[config.mk]
export PLATFORM = sky130hd
export DESIGN_NAME = ghi_stage
export DESIGN_NICKNAME = d
export VERILOG_FILES = /design/src/rtl/ghi_pkg.sv /design/src/rtl/ghi_midpoint.sv /design/src/rtl/ghi_stage.sv
export SDC_FILE = /design/constraint.sdc
export NUM_CORES = 1
export LEC_CHECK = 0
export BUFFER_PORTS_ARGS = -buffer_cell sky130_fd_sc_hd__buf_2
export CORE_AREA = 2 2 234 236
export CTS_CLUSTER_DIAMETER = 120
export DETAILED_ROUTE_END_ITERATION = 8
export DIE_AREA = 0 0 236 238
export PLACE_DENSITY = 0.73
export SLEW_MARGIN = 20
export SYNTH_ARGS = -nofsm -noshare
export SYNTH_HDL_FRONTEND = slang
export SYNTH_SLANG_ARGS = --single-unit
[constraint.sdc]
create_clock -name clk -period 0.8 [get_ports clk]
set_clock_uncertainty 0.05 [all_clocks]
set_input_delay 0.12 -clock clk [delete_from_list [all_inputs] [get_ports clk]]
set_output_delay 0.12 -clock clk [all_outputs]
set_load 0.02 [all_outputs]
[src/rtl/ghi_pkg.sv]
// ----------------------------------------------------------------------------
// ghi_pkg
// Shared types and constants of the interleaved score codec: coordinate
// widths, the fixed-point bounds of both axes and the pipeline control word.
// ----------------------------------------------------------------------------
package ghi_pkg;

	// Number of bisection steps per axis; the score holds two bits per step.
	localparam int STEP_BITS_DEF = 26;

	// Coordinate widths, signed Q32 degrees.
	localparam int LON_W = 41;
	localparam int LAT_W = 40;

	// Axis bounds in Q32: 180 degrees exactly, 85.05112878 degrees rounded.
	localparam logic signed [LON_W-1:0] LON_BOUND = 41'sd773094113280;
	localparam logic signed [LAT_W-1:0] LAT_BOUND = 40'sd365291816598;

	// Operation codes of the action field.
	localparam logic ACT_ENCODE = 1'b0;
	localparam logic ACT_DECODE = 1'b1;

	// Control word that travels alongside the data through every stage.
	typedef struct packed {
		logic valid;
		logic decode;
		logic err;
	} ghi_ctl_t;

endpackage

[src/rtl/ghi_midpoint.sv]
// ----------------------------------------------------------------------------
// ghi_midpoint
// Midpoint of a fixed-point interval, (lo + hi) / 2 truncated toward zero.
// ----------------------------------------------------------------------------
module ghi_midpoint #(
	parameter int W = 41
) (
	input  logic signed [W-1:0] lo,
	input  logic signed [W-1:0] hi,
	output logic signed [W-1:0] mid
);
	logic signed [W:0] sum;
	logic        [W:0] adj;

	// A negative sum is nudged up by one so that the halving rounds toward zero.
	assign sum = (W+1)'(lo) + (W+1)'(hi);
	assign adj = sum + (W+1)'(sum[W]);
	assign mid = adj[W:1];

endmodule

[src/rtl/ghi_stage.sv]
// ----------------------------------------------------------------------------
// ghi_stage
// One registered bisection step for both axes. Encode compares each
// coordinate with the interval midpoint; decode takes the two leading score
// bits instead. The score shifts left by two and takes in the step's bits.
// ----------------------------------------------------------------------------
module ghi_stage #(
	parameter int STEP_BITS = ghi_pkg::STEP_BITS_DEF
) (
	input  logic                            clk,
	input  logic                            arst_n,
	input  logic                            en,
	input  ghi_pkg::ghi_ctl_t               ctl,
	input  logic signed [ghi_pkg::LON_W-1:0] lon,
	input  logic signed [ghi_pkg::LAT_W-1:0] lat,
	input  logic signed [ghi_pkg::LON_W-1:0] lon_lo,
	input  logic signed [ghi_pkg::LON_W-1:0] lon_hi,
	input  logic signed [ghi_pkg::LAT_W-1:0] lat_lo,
	input  logic signed [ghi_pkg::LAT_W-1:0] lat_hi,
	input  logic        [2*STEP_BITS-1:0]   score,
	output ghi_pkg::ghi_ctl_t               ctl_sn,
	output logic signed [ghi_pkg::LON_W-1:0] lon_sn,
	output logic signed [ghi_pkg::LAT_W-1:0] lat_sn,
	output logic signed [ghi_pkg::LON_W-1:0] lon_lo_sn,
	output logic signed [ghi_pkg::LON_W-1:0] lon_hi_sn,
	output logic signed [ghi_pkg::LAT_W-1:0] lat_lo_sn,
	output logic signed [ghi_pkg::LAT_W-1:0] lat_hi_sn,
	output logic        [2*STEP_BITS-1:0]   score_sn
);
	import ghi_pkg::*;

	localparam int SW = 2 * STEP_BITS;

	logic signed [LON_W-1:0] lon_mid;
	logic signed [LAT_W-1:0] lat_mid;
	logic                    lon_bit;
	logic                    lat_bit;
	logic        [SW+1:0]    score_ext;

	ghi_midpoint #(.W(LON_W)) u_lon_mid (.lo(lon_lo), .hi(lon_hi), .mid(lon_mid));
	ghi_midpoint #(.W(LAT_W)) u_lat_mid (.lo(lat_lo), .hi(lat_hi), .mid(lat_mid));

	always_comb begin
		if (ctl.decode == ACT_DECODE) begin
			lon_bit = score[SW-1];
			lat_bit = score[SW-2];
		end else begin
			lon_bit = (lon >= lon_mid);
			lat_bit = (lat >= lat_mid);
		end
	end

	assign score_ext = {score, lon_bit, lat_bit};

	always_ff @(posedge clk or negedge arst_n) begin
		if (!arst_n) begin
			ctl_sn <= '0;
		end else if (en) begin
			ctl_sn <= ctl;
		end
	end

	always_ff @(posedge clk) begin
		if (en) begin
			lon_sn    <= lon;
			lat_sn    <= lat;
			lon_lo_sn <= lon_bit ? lon_mid : lon_lo;
			lon_hi_sn <= lon_bit ? lon_hi : lon_mid;
			lat_lo_sn <= lat_bit ? lat_mid : lat_lo;
			lat_hi_sn <= lat_bit ? lat_hi : lat_mid;
			score_sn  <= score_ext[SW-1:0];
		end
	end

endmodule
==> key figures <==
Routing
  – Vias after detailed routing: 25.9k
  – Top sig layer: met5
  – DRT antenna net count: 0
  – DRT Pass-1 Iters: 9
  – Remaining DRCs: 0
  – Routed wl met2: approximately 55 mm
  – Met1 Wirelength: 37.3 mm
  – Final wirelength: roughly 120 mm
  – Detail-routed via count per cell: 5.96
  – Routed WL per cell: 26.9 um
  – Met3 WL: between 10 and 15 mm
  – Initial DRC Count: 3019

Clocking
  – Sink Count: 298
  – Latest clock arrival within the worst-skew pair: around 0.60 ns
  – CTS tree: done
  – Hold Buf Count CTS: 291
  – CTS H-tree depth: 1
  – Clk slew on worst S/H paths: 0.07 ns
  – Clock root buffer: clkbuf_16
  – Clock buffer depth: 3
  – Num CTS Buffers: 31

Global route
  – Total grt overflow: 0
  – Global-route usage over all layers: 34.1%
  – Vias in the first global route: approximately 26k
  – Largest net degree at the start of global routing: 27
  – First-pass GRT wire length: 148 mm
  – Initial antenna violation count: 9

Synth
  – Synth warn: 0
  – Syn nets: approximately 2.4k
  – Synthesized flop and latch total: 298
  – Synth cell types: 92
  – Post-synthesis sequential area ratio: 44.3%
  – Mean post-synth cell area: 10.4 sq um
  – Syn Inst Count: slightly below 2k
  – Async S/R FF share, synth: 1.01%
  – EDFF count, synth: roughly 300
  – Main synth FF type: edfxtp_1
  – Mapped Area: 0.0202 sq mm

Power and ir drop
  – Sw Share: 37.7%
  – Seq pwr share: 28.5%
  – Peak supply drop: 2.24 mV
  – LEAKAGE: 17.1 nW
  – Power per Cell Area: 1940 mW/mm^2
  – Clk pwr share: 20.2%
  – Combinational power share: 51.3%
  – Net Switching: 28.0 mW
  – Pint: 46.3 mW

STA
  – Period utilization: 784%
  – Fin Hold WS: -0.113 ns
  – Final Max Slew Viols: 0
  – Final Worst Setup Slack: -5.47 ns
  – RSZ-0062 raised after global routing: true
  – Worst-Margin Slew: 0.774 ns
  – Slew Limit Headroom: 48.3%
  – Post-layout minimum cycle time: 6.27 ns
  – Fin Setup TNS: -999.63 ns
  – Fmax achieved: 159 MHz
  – Final hold viol count: 30
  – Final Setup Violations: around 470

Critical path
  – Worst Path Required: 1.14 ns
  – R2r setup slk: -0.06 ns
  – CP max FO: 6
  – Worst R2R End: ctl_sn[2]$_DFFE_PN0P_
  – Setup crit end kind: flop
  – Reg-to-reg startpoint: ctl_sn[2]$_DFFE_PN0P_
  – Arr. time, crit path: roughly 6.6 ns
  – Critical path type: primary input to flop
  – Worst path most repeated cell: or3_4
  – FF-to-FF path depth: 1
  – Slowest cell delay on critical path: about 0.60 ns
  – CP startpoint: lon_lo[32]
  – Setup crit start kind: primary input
  – Critical Path Slowest Stage Cell: o21ai_1

Status
  – Violated checks: negative hold slack, negative setup slack
  – Run status: finished, violations left

Placed design
  – Routability cong.: 1.00
  – Port Buffers: 598
  – DP Area: 0.0300 sq mm
  – DP Wirelength: about 67 mm

Final layout
  – Footprint of the multi-input gates: 0.0132 sq mm
  – Post-route cell area: approximately 0.038 sq mm
  – Final nets: 4081
  – Register area: 0.00894 sq mm
  – Area growth syn-to-layout: 90.5%
  – Fillcell total: about 3.3k
  – Layout cells sized above 1: 54.0%

Floorplanning
  – Initial Util: 37.7%
  – Core Footprint: 0.0535 sq mm
  – Die H: 238 um
  – Die footprint: 0.0562 sq mm
  – Die Span X: 236 um
  – Ports: 599
  – Row count: 85

Worst hold path
  – Worst hold start: lat_lo[0]
  – Hold Path Class: primary input to flop
  – Hold Crit Depth: 3
  – Sink of the worst hold path: lat_lo_sn[0]$_DFFE_PP_

Run
  – Number of max-cap violations: 0
-- per-layer routing --
layer | track usage (%) | up-vias
met3 | 5.30 | 826
met5 | 0 | -
met4 | 20.3 | 4
met2 | 62.6 | 2166
li1 | - | 10707
met1 | 37.1 | 12153
-- power groups by stage --
stage | Sequential [mW] | Clock (mW) | Combinational (mW)
after global routing | 21.2 | 15.4 | 39.4
after floorplan | 23.4 | 0 | 11.6
after detailed placement | 20.8 | 0 | 26.9
after CTS | 20.7 | 14.4 | 32.4
after global placement | 20.8 | 0 | 26.2
final | 21.2 | 15.0 | 38.2
-- cells by family (layout without fill, tap and decap cells) --
group	Yosys count	after routing	synth area share (%)
and+or+nand+nor	588	588	15.2
AOI/OAI and AO/OA	501	501	16.0
DFF	298	298	44.3
adders and majority gates	166	166	10.4
buffers and inverters	155	1861	3.16
xor gates and xnor gates	130	130	5.72
muxes	93	93	5.14
other	0	7	0
-- synth_stat cells (48+ instances only) --
cell type	count	area share, %
mux2_2	84	4.7
nor2_1	133	2.5
xor2_1	51	2.2
nand2_1	155	2.9
nand4_1	58	1.8
a21oi_1	164	4.1
a21o_1	48	1.8
o21ai_0	104	2.6
ha_1	164	10
xnor2_1	77	3.3
edfxtp_1	295	44
inv_1	84	1.6
-- how the worst max path moves through the flow --
| stage | endpoint | slack (ns) | cells past startpoint |
|---|---|---|---|
| detailed placement | lat_lo_sn[13]$_DFFE_PP_ | -5.71 | 27 |
| finish | lon_lo_sn[23]$_DFFE_PP_ | -5.47 | 32 |
| floorplan | lat_hi_sn[0]$_DFFE_PP_ | -5.12 | 30 |
| CTS | lat_hi_sn[33]$_DFFE_PP_ | -4.67 | 36 |
| global placement | lat_lo_sn[10]$_DFFE_PP_ | -5.53 | 29 |
| global route | lon_lo_sn[23]$_DFFE_PP_ | -5.52 | 32 |
-- cells in the final DEF, fill, tap and decap left out, drive strengths merged, types with 52 or more instances in the layout --
| cell type | count |
|---|---|
| buf | 1426 |
| inv | 87 |
| nand2 | 155 |
| mux2 | 84 |
| nor2 | 133 |
| a21oi | 167 |
| edfxtp | 295 |
| nand4 | 60 |
| ha | 164 |
| dlygate4sd3 | 291 |
| xnor2 | 78 |
| xor2 | 52 |
| o21ai | 122 |
-- flip-flops by register name, summed over array words and instances (netlist names) --
name	flops
lon_hi_sn	41
lat_hi_sn	40
lat_sn	40
ctl_sn	3
lon_lo_sn	41
lat_lo_sn	40
lon_sn	41
score_sn	52
-- final cells by class --
class,instances,area share (%)
well taps,696,2.27
flip-flops and latches,298,23.3
diodes,7,0.0456
inverters,85,0.838
repair buffers,1720,36.5
clock buffers,37,2.08
multi-input cells,1478,34.5
clock inverters,19,0.460
-- worst max-delay path: cells and delay by family --
kind / cells / cell delay [ns]
buffers and inverters: 7 / 0.89
and+or+nand+nor: 9 / 1.99
adders and majority gates: 3 / 0.71
xor gates and xnor gates: 2 / 0.49
AOI/OAI and AO/OA: 11 / 2.34
-- metrics by stage --
stage	hold slack [ns]	std cells	util (%)	power, mW	setup WS [ns]
global placement	-0.133	3882	56.1	47.0	-5.53
detailed placement	-0.127	3882	56.1	47.7	-5.71
floorplan	-0.226	1931	-	35.0	-5.12
finish	-0.113	4340	71.8	74.4	-5.47
global route	-0.129	4338	71.7	76.1	-5.52
CTS	-0.119	4308	68.2	67.5	-4.67
-- repair_timing --
item / CTS / global route
endpoints found under the hold margin: 351 / 41
resized for setup: 392 / 462
cloned: 16 / 3
pin swaps: 68 / 68
setup endpoints to repair: 465 / 465
buffers inserted: 63 / 41
Note: power is estimated with default switching activity, not from simulation.
