`src/rtl/ghi_midpoint.sv`:
```
// ----------------------------------------------------------------------------
// ghi_midpoint
// Midpoint of a fixed-point interval, (lo + hi) / 2 truncated toward zero.
// ----------------------------------------------------------------------------
module ghi_midpoint #(
	parameter int W = 41
) (
	input  logic signed [W-1:0] lo,
	input  logic signed [W-1:0] hi,
	output logic signed [W-1:0] mid
);
	logic signed [W:0] sum;
	logic        [W:0] adj;

	// A negative sum is nudged up by one so that the halving rounds toward zero.
	assign sum = (W+1)'(lo) + (W+1)'(hi);
	assign adj = sum + (W+1)'(sum[W]);
	assign mid = adj[W:1];

endmodule

```
`config.mk`:
```
export PLATFORM = sky130hd
export DESIGN_NAME = ghi_midpoint
export DESIGN_NICKNAME = d
export VERILOG_FILES = /design/src/rtl/ghi_midpoint.sv
export SDC_FILE = /design/constraint.sdc
export NUM_CORES = 1
export LEC_CHECK = 0
export ABC_AREA = 0
export BUFFER_PORTS_ARGS = -buffer_cell sky130_fd_sc_hd__buf_2
export CORE_ASPECT_RATIO = 0.7
export CORE_MARGIN = 5
export CORE_UTILIZATION = 49
export DETAILED_ROUTE_END_ITERATION = 8
export PLACE_DENSITY = 0.77
export SLEW_MARGIN = 40
export SYNTH_ARGS = -nofsm -noshare
export SYNTH_HDL_FRONTEND = slang
export SYNTH_SLANG_ARGS = --single-unit
```
`constraint.sdc`:
```
create_clock -name vclk -period 6.47
set_input_delay 1.6175 -clock vclk [all_inputs]
set_output_delay 1.6175 -clock vclk [all_outputs]
set_load 0.02 [all_outputs]
```
==> impl_results.md, run 1 <==
- Status: did not finish
- Last stage reached: 5_1_grt
- Run Error: [ERROR GRT-0232] Routing congestion too high. Check the congestion heatmap in the GUI.
- Cells after synthesis: 536
- Total GRT Usage: between 70% and 80%
- Seq/Total Area, Yosys: 0%
- Die X: around 110 um
- Die Height: a little over 80 um
- Post-synth top area cell: ha_1
- Final HPWL DP: approximately 15,000 um
- Most frequent cells after synthesis: nand2_1 (57), a21oi_1 (54), nor2_1 (47)
- Number of port buffers: approximately 120
- Top cells by area, synth: ha_1 (14%), xnor2_1 (7.4%), a21oi_1 (7.3%), xor2_1 (7.1%), nand2_1 (5.8%)
- Setup WS pre-CTS: -0.625 ns
- GPL Wtd Cong: approximately 1.0
- Yosys top cell area share: around 14%
- # rows: 26
- Total congestion overflow: 5
- Io pins: ~120
- Post-Syn Nets: ~660
- Worst endpoint after global-route timing repair: mid[35]
- Mapped Avg Cell Area: ~6.9 sq um
- Initial Util: 50.3%
- Yosys warns: 0
- Distinct cells, synth: between 70 and 80
- Largest net degree at the start of global routing: 10
- Mapped Area: around 3700 sq um
- Top-count cell post-synth: nand2_1
- Placed cell area: just under 6000 sq um
- Worst_ep kind: output port
[metrics by stage]
step,instances,TNS [ns]
global placement,924,-5.44
floorplan,536,-0.517
detailed placement,924,-9.83
CTS,947,-1.47
[routing by layer]
metal,GRT overflow,global-route usage [%]
met1,0,71.3
met2,0,89.5
met3,2,65.7
met4,3,76.7
met5,0,42.2
[repair_timing]
item	in CTS
pin swaps	33
setup buffers	23
hold buffers	0
gates resized for setup	67
setup endpoints to repair	27
[cell families after synthesis]
logic type | after synthesis | share of synthesized area (%)
fa+ha+maj | 43 | 14.8
compound gates | 166 | 31.3
buf+inv | 30 | 3.50
mux | 6 | 1.66
xor+xnor | 63 | 15.4
simple gates | 228 | 33.4
==> run 2, diff against run 1 <==
--- a/config.mk
+++ b/config.mk
@@ -7,11 +7,10 @@
 export LEC_CHECK = 0
 export ABC_AREA = 0
 export BUFFER_PORTS_ARGS = -buffer_cell sky130_fd_sc_hd__buf_2
-export CORE_ASPECT_RATIO = 0.7
 export CORE_MARGIN = 5
-export CORE_UTILIZATION = 49
+export CORE_UTILIZATION = 40
 export DETAILED_ROUTE_END_ITERATION = 8
-export PLACE_DENSITY = 0.77
+export PLACE_DENSITY_LB_ADDON = 0.15
 export SLEW_MARGIN = 40
 export SYNTH_ARGS = -nofsm -noshare
 export SYNTH_HDL_FRONTEND = slang
==> constraint.sdc (replaced) <==
create_clock -name vclk -period 8.4
set_input_delay 2.1 -clock vclk [all_inputs]
set_output_delay 2.1 -clock vclk [all_outputs]
set_load 0.02 [all_outputs]
==> impl_results.md, run 2 <==
- Status: completed
- Vias/cell: 5.80
- Number of port buffers: approximately 120
- Busiest grt layer: met2
- Seq_cells: 0
- GR Util met3: approximately 1.4%
- Initial antenna violation count: 0
- Worst Setup Path Type: input port to output port
- GR Util met1: 30.7%
- Setup TNS: 0 ns
- Io pins: roughly 120
- Total GRT Usage: approximately 22%
- Met2 usage: ~37%
- Min Tclk post-route: a little over 8 ns
- CP Max Fanout: 7
- RSZ-0062 raised after global routing: no
- Mapped Avg Cell Area: 6.87 sq um
- Slew HR: roughly 54%
- Wire per inst: 16.3 um
- Final core utilization: around 51%
- Crit path required time: 6.30 ns
- Die area: ~11,000 sq um
- Post-synth top area cell: ha_1
- # rows: 35
- Final HPWL DP: approximately 11,000 um
- Crit path capture type: output port
- Drt total wl: roughly 13,000 um
- Synthesis-to-layout area growth: 26.5%
- Mapped Area: 3680 sq um
- Hold_ws: 4.77 ns
- P_leak: 2.14 nW
- Placed cell area: about 4600 sq um
- Worst VDD drop: ~0.000066 V
- Top-count cell post-synth: nand2_1
- DRC: 0
- Final instance area: between 4000 and 5000 sq um
- Final period util: 96.5%
- Final Slew Violations: 0
- Number of global-route vias before repair: roughly 4,300
- First-pass DRT Iterations: 5
- Fin. Hold Viols: 0
- Die Height: ~110 um
- Power, Total: slightly below 500 uW
- Core Footprint: just over 9000 sq um
- Yosys warns: 0
- Most common cell after layout, fill and taps aside: buf_2
- Hold Path Class: input port to output port
- Post-DRT Antenna Nets: 0
- Worst Max-Slew Pin Slew: roughly 0.7 ns
- Final net count: 800
- Total congestion overflow: 0
- GPL Wtd Cong: ~0.94
- Initial Util: 40.5%
- Most frequent cells in the layout: buf_2 (123), nand2_1 (57), a21oi_1 (49)
- Setup-failing EPs final: 0
- Seq/Total Area, Yosys: 0%
- Cells after synthesis: around 540
- Largest net degree at the start of global routing: 12
- Die X: ~110 um
- Top cells by area, synth: ha_1 (14%), xnor2_1 (7.4%), a21oi_1 (7.3%), xor2_1 (7.1%), nand2_1 (5.8%)
- Most frequent cells after synthesis: nand2_1 (57), a21oi_1 (54), nor2_1 (47)
- Data arrival, critical path: 6.00 ns
- DR vias: 4,549
- Post-CTS Hold Fix Bufs: 0
- Distinct cells, synth: 75
- Max Fclk: 123 MHz
- Flip-flop and latch area: 0 sq um
- DR iter-0 viols: 197
- First-pass GRT wire length: around 21,000 um
- Max-cap viol count: 0
- Post-Syn Nets: 661
- Clock buf count: 0
- Layout cells sized above 1: 29.1%
- P per Cell Area: 104 nW/um^2
- Ant diodes: 0
- Startpoint types: input port
- Yosys top cell area share: about 14%
[run 2: path summary, 6_finish.rpt]
check   from  endpoint  slack (ns)  depth (start not counted)
max    lo[0]   mid[32]        0.30                         14
min    hi[1]    mid[0]        4.77                          4
[run 2: routing by layer]
metal | up-vias | routed length, um
li1 | 2312 | -
met1 | 2089 | 6090
met2 | 136 | 5900
met3 | 12 | 609
met4 | 0 | 193
met5 | - | 0
[run 2: layout make-up]
| class | count | area (sq um) |
|---|---|---|
| repair buffers | 158 | 878 |
| fillers | 960 | 4450 |
| well taps | 111 | 139 |
| multi-input cells | 506 | 3610 |
| inverters | 9 | 33.8 |
[run 2: cell families after synthesis]
group                    Yosys count  share of synthesized area, %
multiplexers                       6                          1.66
buffers and inverters             30                          3.50
XOR/XNOR                          63                          15.4
AND/OR/NAND/NOR                  228                          33.4
adder cells (fa/ha/maj)           43                          14.8
AO/OA/AOI/OAI                    166                          31.3
[run 2: power by group]
group          switching (mW)  internal, mW
logic                   0.297         0.189
registers                   0             0
clock network               0             0
total                   0.297         0.189
[run 2: worst max-delay path, cell delays in order]
cell and delay (ns):
buf_2 0.10, ha_1 0.22, fa_1 0.43, a211oi_2 0.43, o31ai_4 0.18, o21ai_1 0.39, a211oi_1 0.20, or2_2 0.34
a311oi_1 0.40, and4bb_2 0.35, and2_1 0.31, nand2_1 0.11, xnor2_1 0.22, buf_2 0.21
[run 2: stage by stage]
stage          instances  worst slack (ns)
6_report             784             0.297
3_5_place_dp         783            0.0395
3_3_place_gp         783             0.159
4_1_cts              783             0.105
5_1_grt              784            0.0145
2_1_floorplan        536             0.339
[run 2: repair_timing]
| action | in CTS | in global routing |
|---|---|---|
| buffers inserted | 0 | 1 |
| pin swaps | 0 | 1 |
| endpoints found under the setup margin | 1 | 11 |
| gates resized for setup | 1 | 17 |
| hold endpoints to repair | 0 | 0 |
Note: power is estimated with default switching activity, not from simulation.
==> run 3, diff against run 2 <==
--- a/config.mk
+++ b/config.mk
@@ -6,10 +6,10 @@
 export NUM_CORES = 1
 export LEC_CHECK = 0
 export ABC_AREA = 0
-export BUFFER_PORTS_ARGS = -buffer_cell sky130_fd_sc_hd__buf_2
 export CORE_MARGIN = 5
-export CORE_UTILIZATION = 40
+export CORE_UTILIZATION = 25
 export DETAILED_ROUTE_END_ITERATION = 8
+export DONT_BUFFER_PORTS = 1
 export PLACE_DENSITY_LB_ADDON = 0.15
 export SLEW_MARGIN = 40
 export SYNTH_ARGS = -nofsm -noshare
==> impl_results.md, run 3 (synthesis gave the netlist of run 2 again) <==
- Status: completed
- Worst VDD drop: around 0.000037 V
- WP buf/inv: 2
- Clock buf count: 0
- Layout cells sized above 1: 16.9%
- Fin. Hold Viols: 0
- DRC: 0
- Flip-flop and latch area: 0 sq um
- Setup WS pre-CTS: between 0.05 and 0.06 ns
- Crit path max-delay cell type: nor4_4
- Final period util: 95.4%
- CP Max Fanout: 6
- Core Footprint: 14,500 sq um
- Cell family with most CP delay: simple AND/OR/NAND/NOR gates
- Startpoint types: input port
- P_leak: about 1.7 nW
- Crit path capture type: output port
- Setup-failing EPs final: 0
- Most frequent cells in the layout: nand2_1 (57), buf_4 (54), a21oi_1 (47), nor2_1 (47), ha_1 (40)
- First-pass GRT wire length: 22,300 um
- Final core utilization: approximately 30%
- P per Cell Area: around 110 nW/um^2
- DR vias: 4,169
- First-pass DRT Iterations: 5
- Hold Path Class: input port to output port
- Drt total wl: 13,700 um
- Io pins: about 120
- DR iter-0 viols: 200
- Number of port buffers: 0
- Die area: approximately 17,000 sq um
- Max incr delay on CP: ~0.35 ns
- # rows: 44
- DR top layer: met4
- Data arrival, critical path: between 5 and 6 ns
- Die Height: roughly 130 um
- Final Slew Violations: 0
- WP depth: 19
- DRT met1 WL: roughly 6400 um
- Synthesis-to-layout area growth: 16.6%
- Area of the multi-input gates: ~3600 sq um
- Met2 wire length: ~6100 um
- Final net count: 696
- Initial antenna violation count: 0
- Max Fclk: between 100 and 150 MHz
- Setup TNS: 0 ns
- Fillcell total: roughly 1,600
- CP Cell Sequence: ha_1 > buf_4 > nand2_1 > nor3_1 > a221o_1 > a21oi_1 > a21boi_2 > nor2b_4 > mux2i_1 > and2_1 > ha_1 > nand2_1 > nor3_2 > nand4_2 > nor4_4 > and2_2 > and4b_1 > xor2_1 > buf_4
- Max-cap viol count: 0
- Total congestion overflow: 0
- Ant diodes: 0
- Initial Util: 25.4%
- Wire per inst: between 15 and 20 um
- Vias/cell: about 5.5
- Total GRT Usage: approximately 15%
- Largest net degree at the start of global routing: 11
- Metal3 WL: approximately 1100 um
- Number of global-route vias before repair: roughly 4,200
- Post-CTS Hold Fix Bufs: 0
- Crit path required time: 6.30 ns
- Most common cell after layout, fill and taps aside: nand2_1
- Final HPWL DP: around 12,000 um
- Min Tclk post-route: around 8 ns
- Setup ws final: ~0.38 ns
- GPL Wtd Cong: approximately 0.9
- Worst Max-Slew Pin Slew: just under 0.7 ns
- Slew HR: between 50% and 60%
- Final instance area: between 4000 and 5000 sq um
- Power, Total: 467 uW
- RSZ-0062 raised after global routing: no
- Placed cell area: around 4200 sq um
- Die X: between 100 and 150 um
- Worst Setup Path Type: input port to output port
- Post-DRT Antenna Nets: 0
- Hold path cells: 2
- Seq_cells: 0
run 3: cell types whose count changed in the layout (fill, tap and decap cells not counted), moves of 2 or more:
cell	change
a21oi_1	-2
a21oi_2	+2
buf_2	-123
buf_4	+19
nor3_2	+2
run 3: what timing repair did:
item                                    in CTS  in global routing
gates resized for setup                      0                 21
setup buffers                                0                  2
endpoints found under the setup margin       0                 13
run 3: stage by stage:
step	hold WS [ns]	instances
detailed placement	4.65	751
CTS	4.65	751
global route	4.69	753
finish	4.65	753
floorplan	4.59	536
global placement	4.66	751
run 3: cell type report:
class              count  share of cell area [%]
multi-input cells    506                    84.4
repair buffers        54                    9.44
well taps            184                    5.36
inverters              9                   0.786
run 3: path summary, 6_finish.rpt:
check | start | endpoint | slack, ns
worst max-delay path | lo[22] | mid[35] | 0.38
worst min-delay path | hi[1] | mid[0] | 4.65
run 3: power breakdown:
part	total [mW]	switching (mW)	internal, mW
registers	0	0	0
logic	0.467	0.295	0.172
clock network	0	0	0
total	0.467	0.295	0.172
run 3: per-layer routing:
metal / global-route usage [%] / up-vias
met5: 0 / -
met4: 0.686 / 0
met3: 3.52 / 10
met2: 24.7 / 144
met1: 21.1 / 1922
li1: - / 2093
